--- config.mk ---
export PLATFORM = sky130hd
export DESIGN_NAME = partial_fill_moving_average_top
export DESIGN_NICKNAME = d
export VERILOG_FILES = /design/src/rtl/pfma_pkg.sv /design/src/rtl/pfma_ram.sv /design/src/rtl/pfma_dp.sv /design/src/rtl/pfma_ctrl.sv /design/src/rtl/partial_fill_moving_average_top.sv
export SDC_FILE = /design/constraint.sdc
export NUM_CORES = 1
export LEC_CHECK = 0
export ABC_AREA = 1
export BUFFER_PORTS_ARGS = -buffer_cell sky130_fd_sc_hd__buf_2
export CAP_MARGIN = 10
export CORE_MARGIN = 2
export CORE_UTILIZATION = 45
export DETAILED_ROUTE_END_ITERATION = 10
export SLEW_MARGIN = 20
export SYNTH_ARGS = -nofsm -noshare
export SYNTH_HDL_FRONTEND = slang
export SYNTH_SLANG_ARGS = --single-unit
--- constraint.sdc ---
create_clock -name aclk -period 5.9 [get_ports aclk]
set_input_delay 0.885 -clock aclk [delete_from_list [all_inputs] [get_ports aclk]]
set_output_delay 0.885 -clock aclk [all_outputs]
set_load 0.05 [all_outputs]
--- src/rtl/pfma_pkg.sv ---
// Shared types and constants for the partial-fill moving-average filter.
package pfma_pkg;

    localparam int RPM_W          = 20;
    localparam int FILL_W         = 4;
    localparam int DEPTH_DEFAULT  = 8;
    localparam int S_TDATA_W      = 40;
    localparam int M_TDATA_W      = 24;

    localparam logic CMD_PUSH  = 1'b0;
    localparam logic CMD_CLEAR = 1'b1;

    // Controller to datapath commands
    typedef struct packed {
        logic capture;
        logic update;
        logic div_step;
        logic out_load;
    } pfma_cmd_t;

    // Datapath to controller status
    typedef struct packed {
        logic next_empty;
        logic div_last;
    } pfma_stat_t;

endpackage

--- src/rtl/pfma_ram.sv ---
// Generic single-write, single-read RAM with registered read data.
module pfma_ram #(
    parameter int WIDTH = 20,
    parameter int DEPTH = 8,
    parameter int AW    = (DEPTH > 1) ? $clog2(DEPTH) : 1
) (
    input  logic             clk,
    input  logic             wr_en,
    input  logic [AW-1:0]    wr_addr,
    input  logic [WIDTH-1:0] wr_data,
    input  logic             rd_en,
    input  logic [AW-1:0]    rd_addr,
    output logic [WIDTH-1:0] rd_data
);

    logic [WIDTH-1:0] mem [DEPTH];

    // Write port and registered read port
    always_ff @(posedge clk) begin
        if (wr_en) begin
            mem[wr_addr] <= wr_data;
        end
        if (rd_en) begin
            rd_data <= mem[rd_addr];
        end
    end

endmodule

--- src/rtl/pfma_dp.sv ---
// Datapath: input capture, ring buffer, running total, serial divider, output register.
module pfma_dp #(
    parameter int FILTER_DEPTH = pfma_pkg::DEPTH_DEFAULT
) (
    input  logic                          aclk,
    input  logic                          aresetn,
    input  pfma_pkg::pfma_cmd_t           cmd,
    output pfma_pkg::pfma_stat_t          stat,
    input  logic                          in_cmd,
    input  logic [pfma_pkg::RPM_W-1:0]    in_sample,
    input  logic [pfma_pkg::RPM_W-1:0]    in_live,
    output logic [pfma_pkg::RPM_W-1:0]    out_avg,
    output logic [pfma_pkg::FILL_W-1:0]   out_fill
);
    import pfma_pkg::*;

    localparam int CNT_W  = $clog2(FILTER_DEPTH + 1);
    localparam int SLOT_W = (FILTER_DEPTH > 1) ? $clog2(FILTER_DEPTH) : 1;
    localparam int TOT_W  = RPM_W + CNT_W;
    localparam int DIVC_W = $clog2(TOT_W);

    logic              cmd_reg;
    logic [RPM_W-1:0]  sample_reg;
    logic [RPM_W-1:0]  live_reg;
    logic [SLOT_W-1:0] slot_reg,  slot_next;
    logic [CNT_W-1:0]  count_reg, count_next;
    logic [TOT_W-1:0]  total_reg, total_next;
    logic [RPM_W-1:0]  old_sample;
    logic              full;

    logic [TOT_W-1:0]  quo_reg;
    logic [CNT_W-1:0]  rem_reg;
    logic [CNT_W-1:0]  dvsr_reg;
    logic [DIVC_W-1:0] divc_reg;
    logic [CNT_W:0]    rem_sh;
    logic              rem_ge;

    logic [RPM_W-1:0]  avg_reg;
    logic [FILL_W-1:0] fill_reg;

    // Ring buffer of held samples
    pfma_ram #(
        .WIDTH (RPM_W),
        .DEPTH (FILTER_DEPTH),
        .AW    (SLOT_W)
    ) u_ring (
        .clk     (aclk),
        .wr_en   (cmd.update && (cmd_reg == CMD_PUSH)),
        .wr_addr (slot_reg),
        .wr_data (sample_reg),
        .rd_en   (cmd.capture),
        .rd_addr (slot_reg),
        .rd_data (old_sample)
    );

    // Hold the accepted item
    always_ff @(posedge aclk) begin
        if (cmd.capture) begin
            cmd_reg    <= in_cmd;
            sample_reg <= in_sample;
            live_reg   <= in_live;
        end
    end

    assign full = (count_reg == CNT_W'(FILTER_DEPTH));

    // Filter state update: clear, or push with drop of the overwritten sample
    always_comb begin
        slot_next  = slot_reg;
        count_next = count_reg;
        total_next = total_reg;
        if (cmd_reg == CMD_CLEAR) begin
            slot_next  = '0;
            count_next = '0;
            total_next = '0;
        end else begin
            if (full) begin
                total_next = total_reg - TOT_W'(old_sample) + TOT_W'(sample_reg);
            end else begin
                total_next = total_reg + TOT_W'(sample_reg);
                count_next = count_reg + CNT_W'(1);
            end
            if (slot_reg == SLOT_W'(FILTER_DEPTH - 1)) begin
                slot_next = '0;
            end else begin
                slot_next = slot_reg + SLOT_W'(1);
            end
        end
    end

    always_ff @(posedge aclk) begin
        if (!aresetn) begin
            slot_reg  <= '0;
            count_reg <= '0;
            total_reg <= '0;
        end else if (cmd.update) begin
            slot_reg  <= slot_next;
            count_reg <= count_next;
            total_reg <= total_next;
        end
    end

    // Restoring divider, one quotient bit per step
    assign rem_sh = {rem_reg, quo_reg[TOT_W-1]};
    assign rem_ge = (rem_sh >= {1'b0, dvsr_reg});

    always_ff @(posedge aclk) begin
        if (cmd.update) begin
            quo_reg  <= total_next;
            rem_reg  <= '0;
            dvsr_reg <= count_next;
            divc_reg <= DIVC_W'(TOT_W - 1);
        end else if (cmd.div_step) begin
            quo_reg  <= {quo_reg[TOT_W-2:0], rem_ge};
            rem_reg  <= rem_ge ? CNT_W'(rem_sh - {1'b0, dvsr_reg}) : rem_sh[CNT_W-1:0];
            divc_reg <= divc_reg - DIVC_W'(1);
        end
    end

    assign stat.div_last   = (divc_reg == '0);
    assign stat.next_empty = (count_next == '0);

    // Output register
    always_ff @(posedge aclk) begin
        if (cmd.out_load) begin
            avg_reg  <= (count_reg == '0) ? live_reg : quo_reg[RPM_W-1:0];
            fill_reg <= FILL_W'(count_reg);
        end
    end

    assign out_avg  = avg_reg;
    assign out_fill = fill_reg;

    // A clear empties the filter; a push always leaves a sample held
    a_clear_empties: assert property (@(posedge aclk) disable iff (!aresetn)
        cmd.update && (cmd_reg == CMD_CLEAR) |=> (count_reg == '0) && (total_reg == '0))
        else $error("clear did not empty the filter");

    a_push_holds: assert property (@(posedge aclk) disable iff (!aresetn)
        cmd.update && (cmd_reg == CMD_PUSH) |=> (count_reg != '0))
        else $error("push left the filter empty");

endmodule

--- src/rtl/pfma_ctrl.sv ---
// Controller: sequences capture, update, division and result handoff per item.
module pfma_ctrl (
    input  logic                  aclk,
    input  logic                  aresetn,
    input  logic                  s_tvalid,
    output logic                  s_tready,
    output logic                  m_tvalid,
    input  logic                  m_tready,
    input  pfma_pkg::pfma_stat_t  stat,
    output pfma_pkg::pfma_cmd_t   cmd
);
    import pfma_pkg::*;

    localparam logic [1:0] ST_IDLE = 2'd0;
    localparam logic [1:0] ST_UPD  = 2'd1;
    localparam logic [1:0] ST_DIV  = 2'd2;
    localparam logic [1:0] ST_OUT  = 2'd3;

    logic [1:0] state_reg, state_next;
    logic       m_valid_reg, m_valid_next;
    logic       out_free;

    assign out_free = !m_valid_reg || m_tready;
    assign s_tready = (state_reg == ST_IDLE);
    assign m_tvalid = m_valid_reg;

    // Next state and commands
    always_comb begin
        state_next   = state_reg;
        cmd          = '0;
        case (state_reg)
            ST_IDLE: begin
                if (s_tvalid) begin
                    cmd.capture = 1'b1;
                    state_next  = ST_UPD;
                end
            end
            ST_UPD: begin
                cmd.update = 1'b1;
                state_next = stat.next_empty ? ST_OUT : ST_DIV;
            end
            ST_DIV: begin
                cmd.div_step = 1'b1;
                if (stat.div_last) begin
                    state_next = ST_OUT;
                end
            end
            ST_OUT: begin
                if (out_free) begin
                    cmd.out_load = 1'b1;
                    state_next   = ST_IDLE;
                end
            end
            default: begin
                state_next = ST_IDLE;
            end
        endcase
    end

    // Result valid: set on load, drop when taken
    always_comb begin
        m_valid_next = m_valid_reg;
        if (cmd.out_load) begin
            m_valid_next = 1'b1;
        end else if (m_tready) begin
            m_valid_next = 1'b0;
        end
    end

    always_ff @(posedge aclk) begin
        if (!aresetn) begin
            state_reg   <= ST_IDLE;
            m_valid_reg <= 1'b0;
        end else begin
            state_reg   <= state_next;
            m_valid_reg <= m_valid_next;
        end
    end

    // An accepted item goes straight to the update step
    a_accept_update: assert property (@(posedge aclk) disable iff (!aresetn)
        s_tvalid && s_tready |=> (state_reg == ST_UPD))
        else $error("accepted item did not enter update");

    // Never overwrite a result that is still waiting
    a_no_overwrite: assert property (@(posedge aclk) disable iff (!aresetn)
        cmd.out_load |-> out_free)
        else $error("output register overwritten while stalled");

endmodule

--- src/rtl/partial_fill_moving_average_top.sv ---
// Top level of the partial-fill moving-average speed filter.
//
// Input channel s_*: one item per command. s_tuser carries the command
// (push a sample or clear the filter); s_tdata carries the sample and the
// live speed. Result channel m_*: exactly one result per item, holding the
// truncated mean of the held samples (or the live speed while none is held)
// and the fill count.
// Timing: an item is taken only while the block is idle. Every push runs
// a restoring divider, one quotient bit per cycle over the running-total
// width (20 + clog2(FILTER_DEPTH+1) bits, 24 at depth 8), between the
// update step and the output load. A clear skips the divider.
// The ring buffer is a RAM with a registered read, read in the accept cycle.
// Reset (aresetn low, synchronous) empties the filter and drops any pending
// result; ring contents are not cleared, since an old sample is only used
// once the ring has filled again. A stalled receiver holds the result in
// the output register; one further item is taken and worked on meanwhile,
// and it waits in its last step until the register frees.
module partial_fill_moving_average_top #(
    parameter int FILTER_DEPTH = pfma_pkg::DEPTH_DEFAULT
) (
    input  logic                             aclk,
    input  logic                             aresetn,
    input  logic                             s_tvalid,
    output logic                             s_tready,
    input  logic [pfma_pkg::S_TDATA_W-1:0]   s_tdata,   // [19:0] sample_rpm, [39:20] live_rpm
    input  logic                             s_tuser,   // [0] cmd
    output logic                             m_tvalid,
    input  logic                             m_tready,
    output logic [pfma_pkg::M_TDATA_W-1:0]   m_tdata    // [19:0] average_rpm, [23:20] fill_count
);
    import pfma_pkg::*;

    pfma_cmd_t         cmd;
    pfma_stat_t        stat;
    logic [RPM_W-1:0]  avg;
    logic [FILL_W-1:0] fill;

    pfma_ctrl u_ctrl (
        .aclk     (aclk),
        .aresetn  (aresetn),
        .s_tvalid (s_tvalid),
        .s_tready (s_tready),
        .m_tvalid (m_tvalid),
        .m_tready (m_tready),
        .stat     (stat),
        .cmd      (cmd)
    );

    pfma_dp #(
        .FILTER_DEPTH (FILTER_DEPTH)
    ) u_dp (
        .aclk      (aclk),
        .aresetn   (aresetn),
        .cmd       (cmd),
        .stat      (stat),
        .in_cmd    (s_tuser),
        .in_sample (s_tdata[RPM_W-1:0]),
        .in_live   (s_tdata[2*RPM_W-1:RPM_W]),
        .out_avg   (avg),
        .out_fill  (fill)
    );

    // Pack the result item
    assign m_tdata = {fill, avg};

endmodule

==> impl_summary.txt, run 1 <==
----------------------------------------------------
[Finish]
  Ratio of cells with drive above 1 in the final layout ... 0.1257
  Final-layout fill cell count ... 3077
  Sequential cell area in the final layout ... 0.009059 mm2
  Number of nets in the layout ... 1825
  Footprint of the multi-input gates ... 0.005522 mm2
  Share of the core filled with cells in the final layout ... 0.5184
  Fin cells ... 2182
  Synth-to-Final Area Change ... 13.20%
  Area of all placed cells without fillers ... 0.01795 mm2
  Number of flip-flops in the largest register ... 160

[Setup path]
  Data arrival time of the critical path ... 3550 ps
  Type of the setup path with the least slack ... reg2reg
  Maximum single-stage delay on the critical path ... 560 ps
  Crit-path leading delay family ... simple AND/OR/NAND/NOR gates
  Required time of the critical path ... 6170 ps
  Kind of launch point of the worst setup path ... register
  Series of cell instances along the critical path ... inv_1, fa_1, inv_1, ha_1, nand2_1, nor2_1, nand3_1, nand2_2, nand2_1, nand3_1, nand3_1, nand3_1, o21ai_0
  Cell type with the highest occurrence count on the critical path ... nand3_1
  Critical-path top delay cell ... edfxtp_1
  Crit path capture type ... register
  Highest fanout seen on the critical path ... 10
  Critical path buffer and inverter count ... 2

[GRT]
  Wire length of the first global-routing pass ... 63180 um
  GRT Total Usage ... 0.2291
  Maximum number of pins on one net before global-route repair ... 51
  Grt ovf ... 0
  Vias in the first global route ... 11160
  Antenna violations before repair ... 2

[Floorplan]
  Height of the chip ... 191.7 um
  # IOs ... 71
  Die X ... 191.7 um
  Floorplan die area ... 0.03675 mm2
  Initial cell density of the core ... 0.4579
  Site Rows ... 68
  Placeable core region ... 0.03463 mm2

[STA]
  Final min period ... 3286 ps
  Max-slew violation count ... 0
  Relative slew slack ... 0.2834
  Unrepaired setup endpoints after global routing ... false
  Setup violators final ... 0
  Highest clock frequency the design can meet ... 304.4 MHz
  Setup Total Neg Slack ... 0 ps
  Worst Skew ... 18.13 ps
  Number of failing hold endpoints at the final stage ... 0
  Final-layout worst hold slack ... 474.7 ps
  Pin slew with the least headroom to its limit ... 1074 ps
  Period utilisation layout ... 0.5569

[Yosys]
  FFs w/ async S/R, synth ... 0
  Synth cell types ... 44
  Synthesized Nets ... 1741
  Count of yosys warnings during synthesis ... 0
  Cell types with the largest area share after synthesis ... edfxtp_1 (52%), nand2_1 (8.9%), inv_1 (6.8%)
  Primary FF master, synth ... edfxtp_1
  Number of storage elements in the synthesis netlist ... 316
  Cell type with the highest aggregate area in the netlist ... edfxtp_1
  Synth Instances ... 1615
  Share of the synthesized area in the top cell type ... 0.5170
  Summed instance area of the synthesized netlist ... 0.01586 mm2
  Synth Area per Inst ... 9.818 um2
  Post-synthesis sequential area ratio ... 0.5713
  Count of flip-flops with a built-in enable after synthesis ... 273

[Clock tree]
  Clock tree from TritonCTS ... built
  CTS root buf ... clkbuf_16
  Clock-pin slew of the registers on the worst-case setup and hold paths ... 70 ps
  Clk_lat worst skew ... 530 ps
  Sinks on the clock net ... 316
  Post-CTS repair timing setup buffer count ... 0
  Number of hold buffers added after cts ... 0
  Total CTS buffers ... 35
  Maximum buffer depth of the clock tree ... 3
  Resize count post-CTS ... 0
  Number of levels the H-tree was split into ... 2

[Placement]
  DP Area ... 0.01675 mm2
  Port buffer count ... 70
  HPWL after detailed placement ... 29600 um
  Routability congestion estimate ... 0.9427
  Placed Instances ... 2117

[Hold path]
  HP Class ... reg2reg

[Run]
  Number of max-capacitance violations reported ... 0

[Power and ir drop]
  Static leakage ... 0.007601 uW
  Worst vdd rail ir drop ... 0.0004990 V
  P per Cell Area ... 481.3 mW/mm2

[Route]
  Vias ... 11290
  DRC violations left ... 0
  Initial DRC Count ... 848
  Initial DRT Pass Iterations ... 7
  DRT antenna net count ... 0
  Routed WL ... 41350 um
  Post-DR wirelength/cell ... 18.95 um
  Post-detailed-route via-to-cell ratio ... 5.176

[Status]
  Status ... completed

----------------------------------------------------
cell type report:
class	count	share of cell area
repair buffers	87	0.02663
flip-flops and latches	316	0.5047
multi-input cells	960	0.3076
diodes	1	0.0001394
clock buffers	54	0.05723
inverters	299	0.06253
clock inverters	10	0.009480
well taps	455	0.03172
worst register-to-register path: cells and delay by family (launching register included):
family          cells  cell delay (ps)
flops               1              560
simple gates        8             1360
fa+ha+maj           2              870
compound gates      1               90
buf+inv             2              140
synthesized netlist by cell type, types with 10 or more instances:
cell type,n
nand2_1,376
inv_1,289
edfxtp_1,273
nand3_1,101
nor2_1,89
a21oi_1,83
ha_1,59
dfxtp_1,43
o21ai_0,36
nand4_1,30
a22oi_1,26
fa_1,22
buf_2,19
clkbuf_1,19
nand2_2,18
a22o_1,17
nor2_2,13
inv_2,10
layer usage:
layer | vias up | track usage | wire (um)
li1 | 5564 | - | -
met1 | 5364 | 0.3060 | 18000
met2 | 297 | 0.3842 | 19930
met3 | 69 | 0.03399 | 2264
met4 | 0 | 0.07456 | 1164
met5 | - | 0 | 0
layout by cell type, fill, tap and decap left out, types with 18 or more instances in the layout:
cell type / n
a21oi_1: 82
a22oi_1: 26
buf_2: 70
clkbuf_16: 35
dfxtp_1: 43
edfxtp_1: 273
fa_1: 22
ha_1: 58
inv_1: 288
nand2_1: 376
nand2_2: 18
nand3_1: 101
nand4_1: 30
nor2_1: 81
nor2_2: 21
o21ai_0: 36
worst paths after layout:
path,end,cells after the start,slack [ps],start
setup / recovery,u_dp.quo_reg[11],13,2610,u_dp.sample_reg[5]
hold / removal,u_dp.divc_reg[4],2,470,u_dp.divc_reg[4]
setup reg to reg,u_dp.quo_reg[11],13,2610,u_dp.sample_reg[5]
hold reg to reg,u_dp.divc_reg[4],2,470,u_dp.divc_reg[4]
through the flow:
| step | setup WS, ps | total power (uW) |
|---|---|---|
| floorplan | 3292 | 5507 |
| global placement | 2545 | 6399 |
| detailed placement | 2610 | 6443 |
| CTS | 2609 | 8684 |
| global route | 2322 | 9233 |
| finish | 2614 | 8640 |
cells by family after synthesis:
| family | Yosys count | synth area share |
|---|---|---|
| simple gates | 659 | 0.1805 |
| buf+inv | 339 | 0.08246 |
| flops | 316 | 0.5713 |
| compound gates | 210 | 0.08577 |
| fa+ha+maj | 81 | 0.07433 |
| xor+xnor | 9 | 0.004971 |
| mux | 1 | 0.0007101 |
power breakdown:
group	internal, uW	total, uW	switching (uW)
clock	1350	2230	885
sequential	3000	3240	246
combinational	972	3170	2200
total	5310	8640	3330
(Power assumes the default switching activity.)
==> run 2: changes to the inputs <==
==> constraint.sdc (replaced) <==
create_clock -name aclk -period 2.73 [get_ports aclk]
set_input_delay 0.4095 -clock aclk [delete_from_list [all_inputs] [get_ports aclk]]
set_output_delay 0.4095 -clock aclk [all_outputs]
set_load 0.05 [all_outputs]
==> run 2 against run 1 <==
Net effect: first-iteration DRC count rose by 6.3%; clock power rose by 100%; clock-buffer cell count decreased by 4; non-clock buffer count rose by 101; critical path type unchanged; combinational power rose to 2.9 times the previous value; cell count increased by 4.6%; worst hold slack worse by 410 ps; worst setup slack worse by 2500 ps; critical endpoint is now u_dp.total_reg[18].
==> impl_summary.txt, run 2 (synthesis results as in run 1) <==
----------------------------------------------------
[STA]
  Final setup margin ... 99.78 ps (-2515 ps)
  Setup violators final ... 0 (unchanged)
  Worst Skew ... 17.32 ps (-0.8129 ps)
  Final min period ... 2630 ps (-655.4 ps)
  Highest clock frequency the design can meet ... 380.2 MHz (+25%)
  Period utilisation layout ... 0.9634 (+0.4066)
  Max-slew violation count ... 0 (unchanged)
  Setup Total Neg Slack ... 0 ps (unchanged)
  Pin slew with the least headroom to its limit ... 1003 ps (-70.66 ps)
  Relative slew slack ... 0.3305 (+0.04716)
  Unrepaired setup endpoints after global routing ... true
  Number of failing hold endpoints at the final stage ... 0 (unchanged)

[GRT]
  Vias in the first global route ... 11810 (+5.8%)
  Wire length of the first global-routing pass ... 66710 um (+5.6%)
  Maximum number of pins on one net before global-route repair ... 40 (-22%)
  GRT Total Usage ... 0.2419 (+0.01286)
  Grt ovf ... 0 (unchanged)
  Antenna violations before repair ... 1 (-1)

[Floorplan]
  # IOs ... 71 (unchanged)
  Die X ... 191.7 um (unchanged)
  Initial cell density of the core ... 0.4579 (unchanged)
  Site Rows ... 68 (unchanged)
  Placeable core region ... 0.03463 mm2 (unchanged)
  Height of the chip ... 191.7 um (unchanged)
  Floorplan die area ... 0.03675 mm2 (unchanged)

[Clock tree]
  Number of levels the H-tree was split into ... 2 (unchanged)
  Clock tree from TritonCTS ... built
  Total CTS buffers ... 36 (+2.9%)
  Clock-pin slew of the registers on the worst-case setup and hold paths ... 60 ps (about the same)
  CTS root buf ... clkbuf_16
  Clk_lat worst skew ... 530 ps (about the same)
  Maximum buffer depth of the clock tree ... 3 (unchanged)
  Sinks on the clock net ... 316 (unchanged)

[Route]
  DRT antenna net count ... 0 (unchanged)
  Initial DRT Pass Iterations ... 5 (-2)
  DRC violations left ... 0 (unchanged)
  Routed WL ... 43860 um (+6.1%)
  Initial DRC Count ... 901 (+6.3%)
  Post-detailed-route via-to-cell ratio ... 5.203 (+0.53%)
  Vias ... 11880 (+5.2%)
  Post-DR wirelength/cell ... 19.21 um (+1.4%)

[Hold path]
  HP Class ... in2reg
  Startpoint of the most critical hold path ... s_tdata[23]
  Hold-critical path endpoint ... u_dp.live_reg[3]
  Worst hold path depth ... 1 (-1)

[Setup path]
  FF-to-FF setup slack ... 100 ps (-2510 ps)
  Required time of the critical path ... 3180 ps (-2990 ps)
  Kind of launch point of the worst setup path ... register
  Highest fanout seen on the critical path ... 3 (-7)
  Crit path capture type ... register
  Worst reg2reg endpoint ... u_dp.total_reg[18]
  Type of the setup path with the least slack ... reg2reg
  Data arrival time of the critical path ... 3080 ps (-470 ps)
  Worst R2R Path Depth ... 14 (+1)
  Reg-to-reg critical path startpoint ... u_dp.u_ring.rd_data[17]

[Finish]
  Fin cells ... 2283 (+4.6%)
  Leading cell type in the layout, fill and taps excluded ... nand2_1
  Synth-to-Final Area Change ... 20.93%
  Final-layout fill cell count ... 3033 (-1.4%)
  Ratio of cells with drive above 1 in the final layout ... 0.2199 (+0.09419)
  Footprint of the multi-input gates ... 0.006043 mm2 (+9.4%)
  Sequential cell area in the final layout ... 0.009069 mm2 (+0.11%)
  Number of nets in the layout ... 1927 (+5.6%)
  Antenna diode count ... 0 (-1)
  Area of all placed cells without fillers ... 0.01918 mm2 (+6.8%)
  Number of flip-flops in the largest register ... 160 (unchanged)
  Commonest cells after routing, fill and taps aside ... nand2_1 (361), inv_1 (283), edfxtp_1 (273)

[Power and ir drop]
  Static leakage ... 0.008137 uW (+7.0%)
  P per Cell Area ... 1067 mW/mm2 (+120%)
  PnR Total Power ... 20470 uW (+140%)
  Worst vdd rail ir drop ... 0.0007286 V (+46%)

[Placement]
  Placed Instances ... 2213 (+4.5%)
  Placement-stage worst setup slack ... -203.6 ps (-2814 ps)
  DP Area ... 0.01751 mm2 (+4.5%)
  HPWL after detailed placement ... 31840 um (+7.6%)
  Port buffer count ... 70 (unchanged)
  Routability congestion estimate ... 0.9089 (-3.6%)

[Run]
  Number of max-capacitance violations reported ... 0 (unchanged)

[Status]
  Status ... completed

----------------------------------------------------
==> run 2: cell count changes in the layout (fill, tap and decap cells not counted), moves of 11 or more <==
cell,before,now
nand2_2,18,29
ha_1,58,41
ha_4,0,17
nand3_2,6,22
nand2_1,376,361
buf_4,17,115
nand3_1,101,82
==> run 2: per-stage QoR <==
step	utilization	hold slack, ps
finish	0.5538	60.39
global route	0.5538	42.25
CTS	0.5420	40.74
detailed placement	0.5055	472.1
global placement	0.5055	459.8
floorplan	-	446.2
==> run 2: critical path: stages (launching register included) <==
cell,delay (ps)
edfxtp_1,410
fa_1,550
inv_1,70
ha_4,270
buf_4,110
nand2_1,80
buf_4,150
nor4_4,260
nand2_2,130
nand2_1,80
nand2_1,50
nand3_1,70
nand3_2,70
buf_4,150
a21oi_2,110
==> run 2: how the worst max path moves through the flow <==
stage	startpoint	endpoint	slack [ps]
final	u_dp.u_ring.rd_data[17]	u_dp.total_reg[18]	100
after global routing	u_dp.sample_reg[14]	u_dp.quo_reg[15]	-60
after CTS	u_dp.u_ring.rd_data[3]	u_dp.quo_reg[17]	4
after detailed placement	u_dp.sample_reg[1]	u_dp.quo_reg[12]	-200
after global placement	u_dp.total_reg[7]	u_dp.quo_reg[17]	-190
after floorplan	u_ctrl.state_reg[0]	u_dp.cmd_reg	120
==> run 2: per-layer routing <==
metal / vias to the layer above / wire length, um / GRT usage
met4: 0 / 1176 / 0.07012
li1: 5769 / - / -
met5: - / 0 / 0
met3: 69 / 2745 / 0.03599
met2: 320 / 21160 / 0.4088
met1: 5721 / 18780 / 0.3240
==> run 2: where the power goes <==
group	leakage [uW]	internal (uW)	switching [uW]
clock network	0.000531	2590	1890
registers	0.00286	6470	342
logic	0.00474	3400	5780
total	0.00814	12500	8010
==> run 2: repair_timing <==
item	4_1_cts	5_1_grt
pin swaps	2	24
buffers inserted	2	3
gates cloned	0	0
gates resized for setup	31	80
endpoints found under the setup margin	25	36
hold buffers	0	0
==> run 2: area by class of cell <==
| class | count | area share |
|---|---|---|
| Timing Repair Buffer | 188 | 0.06642 |
| Tap cell | 455 | 0.02969 |
| Clock buffer | 50 | 0.05246 |
| Inverter | 299 | 0.05853 |
| Clock inverter | 15 | 0.004828 |
| Sequential cell | 316 | 0.4729 |
| Multi-Input combinational cell | 960 | 0.3152 |
